$ cat config.mk
export PLATFORM = sky130hd
export DESIGN_NAME = afc_xform
export DESIGN_NICKNAME = d
export VERILOG_FILES = /design/src/rtl/afc_pkg.sv /design/src/rtl/afc_xform.sv
export SDC_FILE = /design/constraint.sdc
export NUM_CORES = 2
export LEC_CHECK = 0
export BUFFER_PORTS_ARGS = -buffer_cell sky130_fd_sc_hd__buf_4
export CORE_MARGIN = 5
export CORE_UTILIZATION = 35
export CTS_CLUSTER_SIZE = 20
export DETAILED_ROUTE_END_ITERATION = 6
export GPL_TIMING_DRIVEN = 0
export MAX_ROUTING_LAYER = met4
export PLACE_DENSITY_LB_ADDON = 0.25
export RECOVER_POWER = 25
export SYNTH_ARGS = -nofsm -noshare
export SYNTH_HDL_FRONTEND = slang
export SYNTH_SLANG_ARGS = --single-unit
$ cat constraint.sdc
create_clock -name clk_i -period 6.6 [get_ports clk_i]
set_input_delay 1.32 -clock clk_i [delete_from_list [all_inputs] [get_ports clk_i]]
set_output_delay 1.32 -clock clk_i [all_outputs]
set_load 0.02 [all_outputs]
$ cat src/rtl/afc_pkg.sv
package afc_pkg;

  localparam int unsigned NumPlanesDef = 6;
  localparam int unsigned PlaneRegs    = 6;
  localparam int unsigned MaxPlanes    = 8;
  localparam int unsigned CfgAddrW     = 3;
  localparam int unsigned PlaneW       = 64;
  localparam int unsigned CoordW       = 16;
  localparam int unsigned NumAxes      = 3;
  localparam int unsigned InDataW      = 10 * CoordW;
  localparam int unsigned OutDataW     = 8;

  // Q16.16 world coordinate: 33-bit product plus the shifted position.
  localparam int unsigned WorldW = 34;
  // Q1.14 normal times Q16.16 coordinate.
  localparam int unsigned ProdW  = CoordW + WorldW;
  // Three products plus the offset scaled to 30 fraction bits.
  localparam int unsigned DistW  = ProdW + 2;
  localparam int unsigned OffShift = 22;
  localparam int unsigned PosShift = 8;

  typedef logic [WorldW-1:0] world_coord_t;

  typedef struct packed {
    world_coord_t [NumAxes-1:0] lo;
    world_coord_t [NumAxes-1:0] hi;
  } world_box_t;

endpackage

$ cat src/rtl/afc_xform.sv
module afc_xform (
  input  logic                       clk_i,
  input  logic                       rst_ni,
  input  logic                       in_valid_i,
  output logic                       in_ready_o,
  input  logic [afc_pkg::InDataW-1:0] in_data_i,
  output logic                       out_valid_o,
  input  logic                       out_ready_i,
  output afc_pkg::world_box_t        out_box_o
);
  import afc_pkg::*;

  logic       valid_q;
  logic       ready;
  world_box_t box_d, box_q;
  logic signed [CoordW:0] scale;

  assign ready = !valid_q || out_ready_i;
  assign in_ready_o = ready;
  assign scale = $signed({1'b0, in_data_i[6*CoordW +: CoordW]});

  always_comb begin
    for (int a = 0; a < NumAxes; a++) begin
      logic [CoordW-1:0] pos;
      logic signed [WorldW-1:0] pos_w;
      logic signed [WorldW-1:0] lo_w;
      logic signed [WorldW-1:0] hi_w;
      pos   = in_data_i[(7 + a)*CoordW +: CoordW];
      pos_w = $signed({{(WorldW-CoordW-PosShift){pos[CoordW-1]}}, pos, {PosShift{1'b0}}});
      lo_w  = $signed(in_data_i[a*CoordW +: CoordW]) * scale;
      hi_w  = $signed(in_data_i[(3 + a)*CoordW +: CoordW]) * scale;
      box_d.lo[a] = lo_w + pos_w;
      box_d.hi[a] = hi_w + pos_w;
    end
  end

  always_ff @(posedge clk_i or negedge rst_ni) begin
    if (!rst_ni) begin
      valid_q <= 1'b0;
    end else if (ready) begin
      valid_q <= in_valid_i;
    end
  end

  always_ff @(posedge clk_i) begin
    if (ready && in_valid_i) begin
      box_q <= box_d;
    end
  end

  assign out_valid_o = valid_q;
  assign out_box_o   = box_q;

endmodule

== Word-level counts from Yosys, hierarchy flattened ==
Index checks and enable logic that the tools add are counted.
Storage, ports and cells
  flip-flop bits (word level): 205
  word-level logic and storage cells: 22
Operators by class
  add/subtract/negate cells: 6
  multiply operators: 6
  reduce and logical (&&, ||, !) cells: 3
Operators by type and width (number)
  33-bit by 24-bit adder with 34-bit output: 6
  16-bit by 17-bit multiplier with 33-bit output: 6
  1-bit logical AND: 1
  1-bit zero test: 1
  1-bit logical OR: 1

== Logic depth before layout (Yosys ltp) ==
  depth in word-level cells: 3
  mapped depth: 26

== Least setup slack after synthesis ==
OpenSTA, ideal clock, no wires.
  path kind: input to register
  start: input in_data_i[104] (netlist bit)
  end: register box_q, in the netlist out_box_o[166], data pin
  setup time: 269 ps
  data arrival time: 7080 ps
  data required time: 6331 ps
  slack: -749 ps
  cell stages on the path: 23
  buffers on the path: 4
  path through: clkbuf_1 > clkbuf_1 > clkbuf_1 > nand2_1 > fa_1 > fa_1 > fa_1 > fa_1 > inv_1 > fa_1 > inv_1 > fa_1 > inv_1 > ha_1 > buf_2 > and3_1 > a221oi_1 > and4b_1 > a221oi_1 > o31ai_1 > a221oi_2 > o31ai_1 > xor2_1
RTL lines
  from (decl): RTL line afc_xform.sv:6  | input logic [afc_pkg::InDataW-1:0] in_data_i,
  to (signal assigned): RTL line afc_xform.sv:47  | box_q <= box_d;
  to (decl): RTL line afc_xform.sv:15  | world_box_t box_d, box_q;

==> impl_metrics.ini <==
[outcome]
status = finished, violations left
violations = max-capacitance violations, max-slew violations, negative setup slack

[critical_path]
r2r-end = out_box_o[148]$_DFFE_PP_
reg2reg_depth = 4
worstSetupEndpointType = register
r2r_start = out_valid_o$_DFFE_PN0N_
path_delay_family = adder cells
cp.depth = 21
crit_buf_inv = 5
critPathSlowestCell = fa_1
cp.arrival_ps = 6980
start_kind = primary input
critPathMaxFanout = 10
path_class = in -> reg
crit_required_ps = 6950
path_common_cell = fa_1
slowest_delay_ps = 590
crit_chain = clkbuf_16 > clkbuf_8 > nand2_1 > fa_1 > inv_1 > fa_1 > fa_1 > fa_1 > fa_1 > inv_1 > fa_1 > inv_1 > ha_4 > a21o_1 > a21o_1 > a21o_1 > a2111oi_4 > nor2_1 > a31o_2 > a31oi_2 > xnor2_1
endpoint = out_box_o[66]$_DFFE_PP_
rrSetupSlack_ps = 1120
crit_start = in_data_i[103]

[place]
portBuffers = 353
place_congestion = 0.967
post_dp_cell_area_um2 = 70300
post-place-ws_ps = -2550
dp_hpwl_mm = 200

[logic_synthesis]
netlist_instances = 6928
synthTopCellsByArea = fa_1 (41%), ha_1 (14%), inv_1 (11%)
synth_common_cells = inv_1 (1793), fa_1 (1314), nand2_1 (830), and2_1 (716), ha_1 (696)
synth_nets = 9102
yosys.area.top_type_share_pct = 41.4
ys_warn_count = 0
ys_ff_latch = 205
seq_area_frac_synth_pct = 9.68
ys_async_sr_fraction_pct = 0.488
synth-edff-count = 204
netlist_area_um2 = 63500
synth_most_common_cell = inv_1
synth_area_leader_cell = fa_1
synth_cell_types = 73
synth_ff_type = edfxtp_1
avgSynthCellArea_um2 = 9.17

[layout]
final_nets = 9662
regArea_um2 = 6150
design_area_um2 = 76300
multi_input_area_um2 = 51400
drive_above_1_share_pct = 16.3
fillCellCount = 18000
area_growth_pct = 20.1

[sta]
skew_ps = 14.9
hold_viol = 0
worst_pin_slew_ps = 2880
slew_violations = 168
min_period_ps = 6630
tns_ps = -68.5
rsz0062_at_grt = yes
worst_hold_slack_ps = 488
period_share_pct = 100
finalSetupViolations = 4
relSlewSlack_pct = -91.8
max_freq_mhz = 151
layout_setup_ws_ps = -27.0

[routing]
drc_errors = 0
ant_nets = 0
num_vias = 49600
first_pass_iters = 7
dr_wl_met2_mm = 114
via_per_inst = 5.00
routed_wirelength_mm = 249
route.met3.wl_mm = 19.6
m1WireLength_mm = 98.9
highest_layer = met4
avgRoutedWirePerCell_um = 25.1
drtIter0Drc = 3469

[hold_path]
min_path_type = in -> async

[clock_tree]
htreeDepth = 1
cts.sinks = 205
clock_path_buffers = 3
insertion_delay_ps = 610
path_clk_slew_ps = 60
cts_buffers = 28
cts_root_buffer = clkbuf_16
cts_tree = built

[die]
io_pins = 370
coreArea_um2 = 181000
start_util_pct = 35.1
die_area_um2 = 190000
die_h_um = 436
rows = 156
die_w_um = 436

[global_routing]
track_usage_pct = 26.6
antenna_found_initial = 56
grt_pass1_vias = 52500
grt_max_degree = 62
grt_pass1_wl_mm = 359
gr-total-overflow = 0

[run]
max-cap-violations = 4
logic make-up (layout without fill, tap and decap cells):
kind of cell               count (synthesis)  count (layout)  synth area share (%)
muxes                                      2               2                0.0315
xor gates and xnor gates                 182             182                  2.51
buffers and inverters                   2107            2688                  12.5
DFF                                      205             205                  9.68
and+or+nand+nor                         1871            1871                  14.6
adders and majority gates               2010            2010                  55.1
AOI/OAI and AO/OA                        551             551                  5.62
other                                      0              43                     0
worst min-delay path by stage:
stage,from,to,cells past startpoint
after global routing,rst_ni,out_valid_o$_DFFE_PN0N_,1
after detailed placement,out_valid_o$_DFFE_PN0N_,out_valid_o$_DFFE_PN0N_,2
final,rst_ni,out_valid_o$_DFFE_PN0N_,1
after CTS,rst_ni,out_valid_o$_DFFE_PN0N_,1
after floorplan,out_valid_o$_DFFE_PN0N_,out_valid_o$_DFFE_PN0N_,2
after global placement,out_valid_o$_DFFE_PN0N_,out_valid_o$_DFFE_PN0N_,2
per-stage QoR:
stage,utilization [%],instances
floorplan,-,6928
global placement,38.8,9651
detailed placement,38.9,9658
CTS,40.9,9782
global route,42.2,9911
finish,42.2,9922
cell usage in the layout (no fill, tap or decap), types with 32 or more instances in the layout:
master     instances
clkbuf_16         78
inv_2             36
inv_1           1757
edfxtp_1         204
nand3_1           40
a21o_1            90
ha_1             642
a21oi_1          121
nor2_1           124
clkbuf_2          38
clkbuf_8          35
buf_6             35
a21oi_2           40
nand2_1          801
fa_2              49
clkbuf_4          39
and2_1           690
buf_12            34
buf_8             32
buf_4            530
diode_2           43
nand2b_1          50
ha_4              41
xnor2_1          118
xor2_1            63
fa_1            1265
o21ai_0           69
sequential cells by signal (all words and copies together), names as in the netlist:
signal       flops
out_valid_o      1
out_box_o      204
layout make-up:
| cell class | count | area share, % |
|---|---|---|
| Clock inverter | 21 | 0.243 |
| Multi-Input combinational cell | 4616 | 67.3 |
| Timing Repair Buffer | 566 | 6.09 |
| Inverter | 1794 | 8.83 |
| Buffer | 277 | 4.47 |
| Antenna cell | 43 | 0.141 |
| Tap cell | 2370 | 3.89 |
| Clock buffer | 30 | 0.956 |
| Sequential cell | 205 | 8.06 |
metal layers:
metal	GRT usage, %	vias up
li1	-	21800
met3	5.41	590
met2	41.4	2002
met5	-	-
met1	32.7	25200
met4	14.2	0
repair_timing:
action	CTS	global route
buffers inserted	87	113
endpoints found under the setup margin	153	72
hold buffers	0	0
pin swaps	66	239
gates cloned	2	5
gates resized for setup	471	500
Power is left out: the tool's default activity adds up to more than one toggle a clock period on the data nets, which glitch-free logic cannot reach.
